### config.mk
export PLATFORM = sky130hd
export DESIGN_NAME = ltl_walk
export DESIGN_NICKNAME = d
export VERILOG_FILES = /design/src/hdl/assert_macros.svh /design/src/hdl/ltl_pkg.sv /design/src/hdl/ltl_walk.sv
export SDC_FILE = /design/constraint.sdc
export NUM_CORES = 1
export LEC_CHECK = 0
export ABC_AREA = 1
export BUFFER_PORTS_ARGS = -buffer_cell sky130_fd_sc_hd__buf_2
export CAP_MARGIN = 20
export CORE_ASPECT_RATIO = 0.9
export CORE_MARGIN = 2
export CORE_UTILIZATION = 40
export DETAILED_ROUTE_END_ITERATION = 6
export PLACE_DENSITY = 0.66
export SETUP_SLACK_MARGIN = 0.15
export SYNTH_ARGS = -nofsm -noshare
export SYNTH_HDL_FRONTEND = slang
export SYNTH_SLANG_ARGS = --single-unit
### constraint.sdc
create_clock -name clk -period 5.74 [get_ports clk]
set_input_delay 1.148 -clock clk [delete_from_list [all_inputs] [get_ports clk]]
set_output_delay 1.148 -clock clk [all_outputs]
set_load 0.02 [all_outputs]
### src/hdl/assert_macros.svh
// ---------------------------------------------------------------------------
// Assertion macros
// Shared concurrent assertion forms. They expand to nothing in synthesis.
// ---------------------------------------------------------------------------
`ifndef ASSERT_MACROS_SVH
`define ASSERT_MACROS_SVH

`ifndef SYNTHESIS

`define ASSERT_PROP(lbl, clk, rst_n, prop) \
    lbl: assert property (@(posedge clk) disable iff (!rst_n) prop) \
        else $error("%m: property failed");

`define ASSERT_NEVER(lbl, clk, rst_n, expr) \
    lbl: assert property (@(posedge clk) disable iff (!rst_n) !(expr)) \
        else $error("%m: forbidden condition seen");

`else

`define ASSERT_PROP(lbl, clk, rst_n, prop)

`define ASSERT_NEVER(lbl, clk, rst_n, expr)

`endif

`endif

### src/hdl/ltl_pkg.sv
// ---------------------------------------------------------------------------
// Line lookup package
// Sizes, operation and action codes, and the types shared by the block.
// ---------------------------------------------------------------------------
package ltl_pkg;

    localparam int MAX_LINES = 256;
    localparam int IDX_W     = 8;
    localparam int CNT_W     = 9;
    localparam int TIME_W    = 32;
    localparam int OP_W      = 2;
    localparam int ACT_W     = 2;

    localparam logic [OP_W-1:0] OP_LOAD  = 2'd0;
    localparam logic [OP_W-1:0] OP_QUERY = 2'd1;
    localparam logic [OP_W-1:0] OP_SEEK  = 2'd2;

    localparam logic [ACT_W-1:0] ACT_KEEP  = 2'd0;
    localparam logic [ACT_W-1:0] ACT_BLANK = 2'd1;
    localparam logic [ACT_W-1:0] ACT_SHOW  = 2'd2;

    localparam logic [CNT_W-1:0]  HINT_NONE = '1;
    localparam logic [TIME_W-1:0] TIME_NONE = '1;
    localparam logic [CNT_W-1:0]  COUNT_MAX = CNT_W'(MAX_LINES);

    typedef struct packed {
        logic [OP_W-1:0]   op;
        logic [TIME_W-1:0] query_time;
        logic              force_req;
    } cmd_t;

    typedef struct packed {
        logic [ACT_W-1:0]  action;
        logic [IDX_W-1:0]  first_line;
        logic [IDX_W-1:0]  last_line;
        logic [TIME_W-1:0] line_time;
    } res_t;

    localparam res_t RES_KEEP  = '{ACT_KEEP, '0, '0, '0};
    localparam res_t RES_BLANK = '{ACT_BLANK, '0, '0, '0};

endpackage

### src/hdl/ltl_walk.sv
// ---------------------------------------------------------------------------
// Line lookup walker
// Sequencer that walks the time table from the remembered line, finds the
// line group for a position and keeps the remembered line and shown time.
// ---------------------------------------------------------------------------
module ltl_walk (
    input  logic                       clk,
    input  logic                       rst_n,
    input  logic                       start,
    input  ltl_pkg::cmd_t              cmd,
    input  logic [ltl_pkg::CNT_W-1:0]  line_count,
    output logic                       idle,
    output logic [ltl_pkg::IDX_W-1:0]  rd_addr,
    input  logic [ltl_pkg::TIME_W-1:0] rd_data,
    output logic                       res_valid,
    output ltl_pkg::res_t              res,
    input  logic                       res_take
);

    import ltl_pkg::*;

    typedef enum logic [11:0] {
        S_IDLE   = 12'b0000_0000_0001,
        S_DN_RD  = 12'b0000_0000_0010,
        S_DN_CHK = 12'b0000_0000_0100,
        S_UP_RD  = 12'b0000_0000_1000,
        S_UP_CHK = 12'b0000_0001_0000,
        S_FIN    = 12'b0000_0010_0000,
        S_LO_RD  = 12'b0000_0100_0000,
        S_LO_CHK = 12'b0000_1000_0000,
        S_HI_RD  = 12'b0001_0000_0000,
        S_HI_CHK = 12'b0010_0000_0000,
        S_SHOW   = 12'b0100_0000_0000,
        S_OUT    = 12'b1000_0000_0000
    } state_t;

    state_t              state_reg, state_next;
    logic [TIME_W-1:0]   pos_reg, pos_next;
    logic                force_reg, force_next;
    logic [CNT_W-1:0]    n_reg, n_next;
    logic [IDX_W-1:0]    i_reg, i_next;
    logic [IDX_W-1:0]    lo_reg, lo_next;
    logic [TIME_W-1:0]   t_reg, t_next;
    logic [CNT_W-1:0]    hint_reg, hint_next;
    logic [TIME_W-1:0]   shown_reg, shown_next;
    res_t                res_reg, res_next;

    logic [CNT_W-1:0]    cnt_act;
    logic [CNT_W-1:0]    i_ext;
    logic [CNT_W-1:0]    i_inc;
    logic [CNT_W-1:0]    i_inc2;
    state_t              hi_state;

    assign cnt_act  = (line_count > COUNT_MAX) ? COUNT_MAX : line_count;
    assign i_ext    = {1'b0, i_reg};
    assign i_inc    = i_ext + CNT_W'(1);
    assign i_inc2   = i_ext + CNT_W'(2);
    assign hi_state = (i_inc < n_reg) ? S_HI_RD : S_SHOW;

    always_comb
    begin
        state_next = state_reg;
        pos_next   = pos_reg;
        force_next = force_reg;
        n_next     = n_reg;
        i_next     = i_reg;
        lo_next    = lo_reg;
        t_next     = t_reg;
        hint_next  = hint_reg;
        shown_next = shown_reg;
        res_next   = res_reg;
        rd_addr    = i_reg;

        case (state_reg)
            S_IDLE:
            begin
                if (start)
                begin
                    pos_next   = cmd.query_time;
                    force_next = cmd.force_req;
                    n_next     = cnt_act;
                    res_next   = RES_KEEP;
                    state_next = S_OUT;
                    if (cmd.op == OP_LOAD || cmd.op == OP_SEEK)
                    begin
                        hint_next  = HINT_NONE;
                        shown_next = TIME_NONE;
                    end
                    else if (cmd.op == OP_QUERY)
                    begin
                        if (cnt_act == '0)
                        begin
                            res_next = cmd.force_req ? RES_BLANK : RES_KEEP;
                        end
                        else
                        begin
                            i_next     = (hint_reg < cnt_act) ? hint_reg[IDX_W-1:0] : '0;
                            state_next = S_DN_RD;
                        end
                    end
                end
            end
            S_DN_RD:
            begin
                rd_addr    = i_reg;
                state_next = S_DN_CHK;
            end
            S_DN_CHK:
            begin
                if (i_reg != '0 && rd_data > pos_reg)
                begin
                    i_next     = i_reg - IDX_W'(1);
                    state_next = S_DN_RD;
                end
                else
                begin
                    t_next     = rd_data;
                    state_next = (i_inc < n_reg) ? S_UP_RD : S_FIN;
                end
            end
            S_UP_RD:
            begin
                rd_addr    = i_inc[IDX_W-1:0];
                state_next = S_UP_CHK;
            end
            S_UP_CHK:
            begin
                if (rd_data <= pos_reg)
                begin
                    i_next     = i_inc[IDX_W-1:0];
                    t_next     = rd_data;
                    state_next = (i_inc2 < n_reg) ? S_UP_RD : S_FIN;
                end
                else
                begin
                    state_next = S_FIN;
                end
            end
            S_FIN:
            begin
                state_next = S_OUT;
                if (t_reg > pos_reg)
                begin
                    if (force_reg || shown_reg != TIME_NONE)
                    begin
                        hint_next  = HINT_NONE;
                        shown_next = TIME_NONE;
                        res_next   = RES_BLANK;
                    end
                    else
                    begin
                        res_next = RES_KEEP;
                    end
                end
                else
                begin
                    hint_next = i_ext;
                    if (!force_reg && t_reg == shown_reg)
                    begin
                        res_next = RES_KEEP;
                    end
                    else
                    begin
                        shown_next = t_reg;
                        lo_next    = i_reg;
                        state_next = (i_reg != '0) ? S_LO_RD : hi_state;
                    end
                end
            end
            S_LO_RD:
            begin
                rd_addr    = lo_reg - IDX_W'(1);
                state_next = S_LO_CHK;
            end
            S_LO_CHK:
            begin
                if (rd_data == t_reg)
                begin
                    lo_next    = lo_reg - IDX_W'(1);
                    state_next = (lo_reg > IDX_W'(1)) ? S_LO_RD : hi_state;
                end
                else
                begin
                    state_next = hi_state;
                end
            end
            S_HI_RD:
            begin
                rd_addr    = i_inc[IDX_W-1:0];
                state_next = S_HI_CHK;
            end
            S_HI_CHK:
            begin
                if (rd_data == t_reg)
                begin
                    i_next     = i_inc[IDX_W-1:0];
                    state_next = (i_inc2 < n_reg) ? S_HI_RD : S_SHOW;
                end
                else
                begin
                    state_next = S_SHOW;
                end
            end
            S_SHOW:
            begin
                res_next   = '{ACT_SHOW, lo_reg, i_reg, t_reg};
                state_next = S_OUT;
            end
            S_OUT:
            begin
                if (res_take)
                begin
                    state_next = S_IDLE;
                end
            end
            default:
            begin
                state_next = S_IDLE;
            end
        endcase
    end

    always_ff @(posedge clk or negedge rst_n)
    begin
        if (!rst_n)
        begin
            state_reg <= S_IDLE;
            hint_reg  <= HINT_NONE;
            shown_reg <= TIME_NONE;
        end
        else
        begin
            state_reg <= state_next;
            hint_reg  <= hint_next;
            shown_reg <= shown_next;
        end
    end

    always_ff @(posedge clk)
    begin
        pos_reg   <= pos_next;
        force_reg <= force_next;
        n_reg     <= n_next;
        i_reg     <= i_next;
        lo_reg    <= lo_next;
        t_reg     <= t_next;
        res_reg   <= res_next;
    end

    assign idle      = (state_reg == S_IDLE);
    assign res_valid = (state_reg == S_OUT);
    assign res       = res_reg;

endmodule

**Word-level counts from Yosys, hierarchy flattened**

Index checks and enable logic that the tools add are counted.
Widths: inputs -> output; s select.

- Register bits after elaboration: 193
- Latch bits: 0
- RAM bits: 0
- Memories: 0
- Memory bits (read-only): 0

- Multipliers: 0
- Reduce and logical (&&, ||, !) cells: 22
- Shift-type cells: 0
- $add $sub $neg: 4
- Bitwise logic cells: 0
- Muxes and demuxes: 56
- Divide/modulo/power cells: 0
- Magnitude comparators: 8
- Eq/ne operators: 33

Operators with widths:

| cell | number |
|---|---|
| $mux 49 | 5 |
| $mux 32 | 7 |
| $mux 50 | 3 |
| $pmux 50 s3 | 1 |
| $pmux 12 s12 | 1 |
| $pmux 32 s2 | 2 |
| $mux 8 | 11 |
| $mux 12 | 7 |
| $mux 11 | 6 |
| $eq 32x32->1 | 2 |
| $gt 32x32->1 | 2 |
| $mux 9 | 5 |
| $le 32x32->1 | 1 |
| $ne 32x32->1 const B | 1 |
| $pmux 8 s2 | 2 |
| $pmux 8 s4 | 1 |
| $lt 9x9->1 | 3 |
| $mux 6 | 4 |
| $ne 2x2->1 const B | 10 |
| $pmux 9 s2 | 1 |
| $sub 8x1->8 const B | 2 |
| $eq 12x1->1 const B | 1 |
| $eq 12x10->1 const B | 1 |
| $eq 12x11->1 const B | 1 |
| other kinds (32) | 43 |

**Longest topological paths before layout**

Gate-level depths: netlist of the first run.

- Word-level depth: 9
- Mapped depth: 19

**Worst setup path before layout of the first run**

Ideal clock, no wire load.

- Kind: in2reg
- Start: input port rd_data[31] (netlist name)
- End: register t_reg[0] (enable)
- Path buffers: 0
- Data arrival time: 3663 ps
- Setup slack: 1656 ps
- Stages: 9
- Cell sequence: ha_1 -> nand2_1 -> nor2_1 -> nand2_1 -> nor4_1 -> nand4_1 -> nand3_1 -> o21ai_0 -> nor2_1

- Word-level cells in the longest chain between the ends: 4
- Elaborated cells on any way between the ends: 6
- Classes of those cells: order compare: 2; eq/ne: 2; reduce/logical: 2

RTL lines:

| what | RTL line | RTL |
|---|---|---|
| start: declaration | ltl_walk.sv:14 | `input logic [ltl_pkg::TIME_W-1:0] rd_data,` |
| $gt 32x32->1 | ltl_walk.sv:110 | `if (i_reg != '0 && rd_data > pos_reg)` |
| $logic_and 1x1->1 | ltl_walk.sv:110 |  |
| $ne 2x2->1 (no line) | - |  |
| $reduce_and 3->1 (no line) * | - |  |
| end signal: assignment | ltl_walk.sv:246 | `t_reg <= t_next;` |
| end: declaration | ltl_walk.sv:43 | `logic [TIME_W-1:0] t_reg, t_next;` |

Mark *: on every way between the ends. The rest lies on a longest branch, timed or not.
A chain may end at the register's enable or synchronous reset.

**Final worst setup path of the first run**

- Start: input port rd_data[31] (netlist name)
- End: register t_reg[17] (enable)

Same word-level chain as after synthesis.

==> results of run 1 <==
-- per-stage QoR --
stage	cells	hold WS [ps]	cell area, um2
floorplan	1214	457	11500
global placement	1700	490	12600
detailed placement	1700	492	12600
CTS	1732	502	13200
global route	1732	521	13200
finish	1732	497	13200
-- final timing paths --
path | from | endpoint | depth (start not counted) | slack, ps
max | rd_data[31] | t_reg[17] | 11 | 2070
min | shown_reg[19] | shown_reg[19] | 2 | 500
max reg2reg | t_reg[21] | res[10] | 12 | 2200
min reg2reg | shown_reg[19] | shown_reg[19] | 2 | 500
max in group asynchronous | rst_n | state_reg[2] | 2 | 4440
min in group asynchronous | rst_n | state_reg[10] | 2 | 850
-- kinds of logic (layout without fill, tap and decap cells) --
group | Yosys count | in the layout | synth area share (%)
AOI/OAI and AO/OA | 164 | 164 | 11.1
xor gates and xnor gates | 49 | 49 | 3.72
adders and majority gates | 95 | 95 | 10.3
buffers and inverters | 211 | 369 | 7.40
DFF | 193 | 193 | 48.4
and+or+nand+nor | 502 | 502 | 19.0
-- cells in the final DEF (no fill, tap or decap), types with 9 or more instances in the layout --
master,netlist,final
nor2_1,170,169
nand3_1,44,44
a21oi_4,30,30
edfxtp_1,140,140
nor3_1,16,16
nand2_1,211,211
ha_1,95,95
xor2_1,22,22
xnor2_1,27,27
inv_2,13,14
buf_2,4,139
dfrtp_1,11,11
a21oi_1,58,58
nand4_1,28,28
inv_1,175,174
clkbuf_16,0,17
dfstp_2,42,42
or2_2,9,9
o21ai_0,30,30
-- power groups by stage --
stage | combinational, W | clock, W | sequential [W]
6_report | 0.00135 | 0.00125 | 0.00189
3_5_place_dp | 0.00135 | 0 | 0.00192
4_1_cts | 0.00136 | 0.00128 | 0.00190
5_1_grt | 0.00149 | 0.00133 | 0.00192
3_3_place_gp | 0.00133 | 0 | 0.00192
2_1_floorplan | 0.000773 | 0 | 0.00212
-- area by class of cell --
| cell class | count | area (um2) |
|---|---|---|
| Sequential cell | 193 | 5580 |
| Tap cell | 360 | 450 |
| Multi-Input combinational cell | 810 | 5100 |
| Fill cell | 2719 | 14900 |
| Timing Repair Buffer | 144 | 733 |
| Clock buffer | 18 | 429 |
| Inverter | 193 | 732 |
| Clock inverter | 14 | 183 |
-- per-layer routing --
layer | vias up | global-route usage (%) | wire [um] | part of all wire [%]
met1 | 4103 | 27.1 | 13100 | 46
met5 | - | 0 | 0 | 0
met4 | 0 | 5.96 | 545 | 1.9
met2 | 293 | 30.9 | 12900 | 45
li1 | 4332 | - | - | -
met3 | 33 | 4.25 | 2190 | 7.6
-- worst reg2reg max path, cell delays in order, from the launching register on --
cell and delay, ps:
edfxtp_1 500, ha_1 350, nand2_1 50, nor2_1 110, nand4_1 130, nor2_1 200, nand2_1 90, nand2_2 90
nand2_2 100, nand3_4 390, nand3_1 160, inv_2 500, buf_4 490
==> impl_metrics.ini, run 1 <==
[run_status]
status = completed

[clock_tree]
clock_path_buffers = 2
numCtsBuffers = 17
cts_resized = 0
ctsHoldBuffers = 0
clock_latency_ps = 440
cts_tree = yes
cts_setup_buffers = 0
root_buffer = clkbuf_16
clk_pin_slew_worst_paths_ps = 70
htree_levels = 4
cts_sinks = 193

[power]
powerDensity_nw_per_um2 = 340
p_comb_share_pct = 30.0
p_int_w = 0.00289
p_switching_w = 0.00160
clockPowerShare_pct = 27.9
power_leakage_nw = 6.25
total_power_w = 0.00449
seqPwrFrac_pct = 42.1
ir_worst_vdd_mv = 0.225
power.share.switching_pct = 35.6

[drt]
ant_nets = 0
drc = 0
drt_wl_total_um = 28700
via_per_inst = 5.06
wl_per_cell_um = 16.6
drt_iter0_markers = 610
drt_first_pass_iters = 5
vias = 8761

[yosys]
synth-main-ff-cell = edfxtp_1
netlist.top_cell.by_area = edfxtp_1
syn_inst = 1214
netlist.area_leader.share_pct = 36.5
synth_nets = 1389
async_flop_share_pct = 27.5
syn-mean-instance-area_um2 = 9.50
synth_edf_count = 140
synthTopCellsByCount = nand2_1, inv_1, nor2_1
synth-seq-cells = 193
yosysMostFrequentCell = nand2_1
yosys_warnings = 0
synth_area_um2 = 11500
synth_cell_type_count = 53
ys_seq_area_share_pct = 48.4
synth_area_leaders = edfxtp_1, ha_1, dfstp_2, nand2_1, inv_1

[global_routing]
grt_max_degree = 54
antenna_found_initial = 0
grt_usage_pct = 19.6
grt_pass1_vias = 8500
grt_pass1_wl_um = 45400
overflow = 0

[critical_path]
crit_slowest_cell = nor4_1
critPathArrivalTime_ps = 3760
cp.required_ps = 5830
endpoint_kind = flop
cpPeakStageDelay_ps = 730
timing.critical_path.mode_cell = nand2_1
critPathMaxFanout = 32
worstSetupStartpointType = primary input
cp_num_buf_inv = 2
cpLargestDelayFamily = simple AND/OR/NAND/NOR gates
critPathKind = primary input to flop
crit_chain = buf_2, ha_1, nand2_1, nor2_1, nand2_1, nor4_1, nand4_1, nand3_1, o21ai_0, nor2_2, buf_4

[floorplan]
coreArea_um2 = 28200
dieArea_um2 = 30200
die_h_um = 165
start_util_pct = 41.0
ios = 140
die_w_um = 183
rows = 58

[timing]
final.setup.tns_ps = 0
fin_crit_sh_pct = 63.9
slew_headroom_pct = 33.7
max_freq_mhz = 272
grt_setup_unrepaired = false
clock_skew_ps = 12.4
timing.final.ws_setup_ps = 2070
fin_crit_ps = 3670
maxSlewViolCount = 0
setup_violations = 0
hold_violations = 0
worst_pin_slew_ps = 995

[final_layout]
diodes = 0
nets = 1534
syn_to_final_growth_pct = 14.6
fin_util_pct = 46.9
largest_register_ffs = 50
drive_above_1_share_pct = 21.3

[placement]
place.gp.congestion = 0.866
place_ws_ps = 1740
portBuffers = 139
hpwl_um = 22000

[worst_hold_path]
hp-class = flop to flop

[flow_run]
drv_cap = 0
Power figures use the tool's default switching activity.
==> run 2: changes to the inputs <==
Clock period 5.74 ns to 3.7 ns, I/O delays scaled along.
==> run 2 against run 1 <==
  * The flow now finishes with violations (DRC)
  * Wire length rose by 2.2%
  * Sequential share of layout area fell by 0.29 points
  * Design area up 0.69%
  * Count of clock-buffer cells in the layout is 1 lower
  * Sequential cell count unchanged
  * First-iteration DRC count grew 14%
  * Hold slack worse by 39 ps
  * Via count increased by 1.0%
  * Register-to-register slack got worse by 1500 ps
  * Critical path type is now flop to output pin
  * Critical endpoint is now rd_addr[7]
  * Largest power group unchanged
==> impl_metrics.ini, run 2 (synthesis gave the netlist of run 1 again) <==
[flow_run]
drv_cap = 0

[clock_tree]
clock_latency_ps = 450
cts_setup_buffers = 0
cts_sinks = 193
root_buffer = clkbuf_16
cts_tree = yes
numCtsBuffers = 17
ctsHoldBuffers = 0
cts_resized = 0
htree_levels = 4
clock_path_buffers = 2
clk_pin_slew_worst_paths_ps = 70

[final_layout]
largest_register_ffs = 50
nets = 1542
layout_common_cells = nand2_1, inv_1, nor2_1
syn_to_final_growth_pct = 15.4
fin_util_pct = 47.2
fillers = 2630
final_common_cell = nand2_1
drive_above_1_share_pct = 22.0

[drt]
drt_wl_total_um = 29400
dr_wl_met2_um = 13300
drt_first_pass_iters = 7
drt_iter0_markers = 694
drc = 2
wl_met3_um = 2160
via_per_inst = 5.08
vias = 8849
ant_nets = 0
wl_met1_um = 13500
top_layer = met4
wl_per_cell_um = 16.9

[power]
power.share.switching_pct = 36.7
power_leakage_nw = 6.30
clockPowerShare_pct = 26.9
p_switching_w = 0.00257
p_int_w = 0.00443
seqPwrFrac_pct = 41.8
powerDensity_nw_per_um2 = 527
ir_worst_vdd_mv = 0.403
p_comb_share_pct = 31.2

[run_status]
violations = DRC
status = complete, but fails checks

[timing]
fin_crit_sh_pct = 83.4
worst_pin_slew_ps = 946
clock_skew_ps = 20.9
grt_setup_unrepaired = false
maxSlewViolCount = 0
hold_violations = 0
slew_headroom_pct = 36.9
final.setup.tns_ps = 0
fin_crit_ps = 3080
setup_violations = 0
max_freq_mhz = 324

[critical_path]
timing.critical_path.mode_cell = nand2_1
crit_slowest_cell = dfrtp_1
critPathMaxFanout = 8
crit_chain = nor2_2, nand2_1, nor2_2, nand4_1, nand2_1, nand2_1, o221ai_1, buf_2
critPathArrivalTime_ps = 2340
endpoint_kind = output pin
reg2reg_to = state_reg[8]
r2r_slack_ps = 750
cpPeakStageDelay_ps = 420
rr_worst_depth = 14
critPathKind = flop to output pin
cp_num_buf_inv = 1
cpLargestDelayFamily = simple AND/OR/NAND/NOR gates
cp.required_ps = 2960
r2r-start = i_reg[3]
worstSetupStartpointType = flop

[global_routing]
grt_usage_pct = 20.1
grt_pass1_wl_um = 46600
antenna_found_initial = 1
overflow = 0
grt_max_degree = 51
grt_pass1_vias = 8740

[floorplan]
rows = 58
die_h_um = 165
dieArea_um2 = 30200
die_w_um = 183
coreArea_um2 = 28200
start_util_pct = 41.0
ios = 140

[placement]
place.gp.congestion = 0.934
portBuffers = 139
hpwl_um = 22500

[worst_hold_path]
hp-class = primary input to async pin
-- run 2: changes by cell type in the layout (fill, tap and decap cells not counted), sizes merged --
cell | before | now
inv | 193 | 197
clkinvlp | 3 | 2
buf | 144 | 152
diode | 0 | 1
clkbuf | 18 | 17
bufinv | 3 | 1
-- run 2: final cells by class --
| cell class | instances | area (um2) | area share [%] |
|---|---|---|---|
| clock inverters | 15 | 165 | 1.24 |
| multi-input cells | 810 | 5100 | 38.4 |
| diodes | 1 | 2.50 | 0.0188 |
| clock buffers | 17 | 425 | 3.20 |
| repair buffers | 152 | 843 | 6.34 |
| well taps | 360 | 450 | 3.39 |
| flip-flops and latches | 193 | 5580 | 42.0 |
| inverters | 193 | 732 | 5.50 |
-- run 2: how the worst max path moves through the flow --
stage	to	startpoint	cells after the start
after floorplan	i_reg[0]	state_reg[8]	11
after global placement	t_reg[26]	rd_data[31]	12
after detailed placement	t_reg[14]	rd_data[31]	12
after CTS	rd_addr[6]	state_reg[3]	8
after global routing	rd_addr[6]	state_reg[1]	8
final	rd_addr[7]	state_reg[3]	8
-- run 2: power by group through the flow --
stage / clock [W] / sequential, W / combinational, W
3_5_place_dp: 0 / 0.00298 / 0.00219
5_1_grt: 0.00200 / 0.00297 / 0.00241
4_1_cts: 0.00192 / 0.00294 / 0.00220
3_3_place_gp: 0 / 0.00297 / 0.00215
6_report: 0.00189 / 0.00293 / 0.00219
2_1_floorplan: 0 / 0.00329 / 0.00120
-- run 2: worst reg2reg max path, stage by stage (launching register included) --
cell	delay [ps]
edfxtp_1	560
inv_1	210
nor3_1	370
nand2_1	140
nor3_1	180
ha_1	290
nand4_1	140
inv_1	50
nand2_1	60
o211ai_1	80
nor2_1	310
nand2_1	150
o22ai_1	210
inv_1	70
nand2_1	60
-- run 2: stage by stage --
step / setup WS (ps) / instances / power (W) / area [um2] / hold slack, ps
floorplan: 341 / 1214 / 0.00449 / 11500 / 444
global placement: 472 / 1708 / 0.00512 / 12700 / 488
detailed placement: 380 / 1708 / 0.00517 / 12700 / 490
CTS: 621 / 1740 / 0.00706 / 13300 / 441
global route: 445 / 1740 / 0.00737 / 13300 / 447
finish: 616 / 1741 / 0.00701 / 13300 / 458
-- run 2: routing by layer --
metal,global-route usage (%),vias up
li1,-,4364
met1,27.7,4154
met2,31.9,298
met3,4.52,33
met4,5.42,0
met5,0,-
==> run 3: changes to the inputs <==
Settings changed: PLACE_DENSITY 0.66 to 0.69.
Clock period 3.7 ns to 2.6 ns, I/O delays scaled along.
==> run 3 against run 2 <==
  * Total power increased by 60%
  * First-iteration DRC count increased by 23%
  * The flow finishes with violations (setup timing)
  * Combinational power increased by 100%
  * Worst setup slack got worse by 650 ps
  * Via count increased by 9.9%
  * Highest routed layer unchanged
  * Wire length increased by 13%
  * Non-clock buffer count increased by 126
  * Die area unchanged
  * Global-route usage increased by 0.94 points
==> impl_metrics.ini, run 3 (synthesis gave the netlist of run 1 again) <==
[clock_tree]
clock_latency_ps = 460
cts_sinks = 193
ctsHoldBuffers = 0
cts_tree = yes
htree_levels = 4
clock_path_buffers = 2
clk_pin_slew_worst_paths_ps = 70
root_buffer = clkbuf_16
numCtsBuffers = 17

[drt]
ant_nets = 0
wl_per_cell_um = 17.7
drt_iter0_markers = 855
vias = 9724
drt_wl_total_um = 33100
drt_first_pass_iters = 6
via_per_inst = 5.21
drc = 0

[floorplan]
coreArea_um2 = 28200
die_h_um = 165
die_w_um = 183
dieArea_um2 = 30200
ios = 140
rows = 58
start_util_pct = 41.0

[final_layout]
largest_register_ffs = 50
final_common_cell = nand2_1
final_area_um2 = 15300
syn_to_final_growth_pct = 32.6
diodes = 0
layout_common_cells = nand2_1, inv_1, nor2_1
nets = 1668
drive_above_1_share_pct = 37.1

[timing]
max_freq_mhz = 379
setup_violations = 7
slew_headroom_pct = 56.1
clock_skew_ps = 15.0
fin_crit_ps = 2640
hold_violations = 0
timing.final.ws_setup_ps = -38.0
worst_pin_slew_ps = 658
maxSlewViolCount = 0
final.setup.tns_ps = -113
fin_crit_sh_pct = 101
grt_setup_unrepaired = true

[global_routing]
use_met1_pct = 28.5
grt_util_met2_pct = 33.9
grt_util_met3_pct = 3.82
globalRoute.busiestLayer = met2
grt_pass1_wl_um = 48800
grt_max_degree = 51
grt_usage_pct = 21.0
grt_pass1_vias = 9324
overflow = 0
antenna_found_initial = 0

[critical_path]
worstSetupStartpoint = i_reg[1]
timing.critical_path.mode_cell = buf_4
cp.required_ps = 2080
critPathKind = flop to output pin
r2r-start = i_reg[1]
critPathMaxFanout = 3
worstSetupStartpointType = flop
critPathArrivalTime_ps = 2120
endpoint_kind = output pin
cpLargestDelayFamily = buffers and inverters
cp_num_buf_inv = 3
cpPeakStageDelay_ps = 430
crit_chain = buf_6, ha_4, nand3_4, nor2_4, xor2_2, buf_4, nand2_1, o211ai_1, buf_4
crit_slowest_cell = edfxtp_1

[run_status]
violations = setup timing
status = complete, but fails checks

[placement]
postPlaceCellArea_um2 = 13300
portBuffers = 139
place.gp.congestion = 0.925
hpwl_um = 23700

[power]
ir_worst_vdd_mv = 0.539
power_leakage_nw = 7.09
powerDensity_nw_per_um2 = 735

[flow_run]
drv_cap = 0

[worst_hold_path]
hp-class = primary input to async pin
## run 3: changes by cell type in the layout (fill, tap and decap cells not counted), moves of 17 or more
cell / change
ha_4: +22
inv_1: -20
nand2_2: +20
nand2_1: -29
nor2_1: -20
ha_1: -24
inv_2: +17
buf_4: +110
## run 3: what timing repair did
action                     in CTS  in global routing
setup endpoints to repair      62                142
pin swaps                      25                 53
cloned                          0                  9
resized for setup              62                112
buffers inserted               20                 42
## run 3: worst register-to-register path: cells and delay by family (launching register included)
| kind | cells | cell delay [ps] |
|---|---|---|
| AOI/OAI and AO/OA | 4 | 430 |
| adders and majority gates | 1 | 290 |
| xor gates and xnor gates | 1 | 130 |
| and+or+nand+nor | 5 | 440 |
| DFF | 1 | 460 |
| buffers and inverters | 6 | 740 |
## run 3: worst paths after layout
kind                                       to  slack [ps]  depth (start not counted)
worst max-delay path               rd_addr[6]         -40                          9
worst min-delay path            state_reg[10]          70                          1
worst max register to register   state_reg[5]         -10                         17
worst min register to register  shown_reg[19]         500                          2
max in group asynchronous         hint_reg[6]        1800                          2
min in group clk                  pos_reg[13]         230                          1
## run 3: layer usage
layer	up-vias	wire length, um
met2	406	15400
met4	0	807
li1	4609	-
met1	4655	14300
met3	54	2620
met5	-	0
## run 3: where the power goes
part | switching (W) | internal (W) | leakage [nW]
Combinational | 0.00262 | 0.00177 | 4.89
Sequential | 0.000170 | 0.00401 | 1.92
Clock | 0.00128 | 0.00138 | 0.284
Total | 0.00408 | 0.00716 | 7.09
## run 3: area by class of cell
| cell class | instances | area (um2) |
|---|---|---|
| sequential | 193 | 5580 |
| clock buffer | 18 | 439 |
| clock inverter | 14 | 150 |
| timing repair buffer | 278 | 2080 |
| fill | 2375 | 12900 |
| tap | 360 | 450 |
| inverter | 193 | 743 |
| multi-input combinational | 810 | 5840 |
## run 3: per-stage QoR
step,utilization (%),power [W],hold slack [ps],std cells,worst slack (ps)
global placement,47.2,0.00758,487,1763,-37.7
finish,54.3,0.0112,66.3,1866,-38.0
CTS,50.7,0.0105,71.1,1815,-24.0
floorplan,-,0.00644,224,1214,-183
global route,54.3,0.0117,95.0,1866,-123
detailed placement,47.2,0.00767,494,1763,-91.8
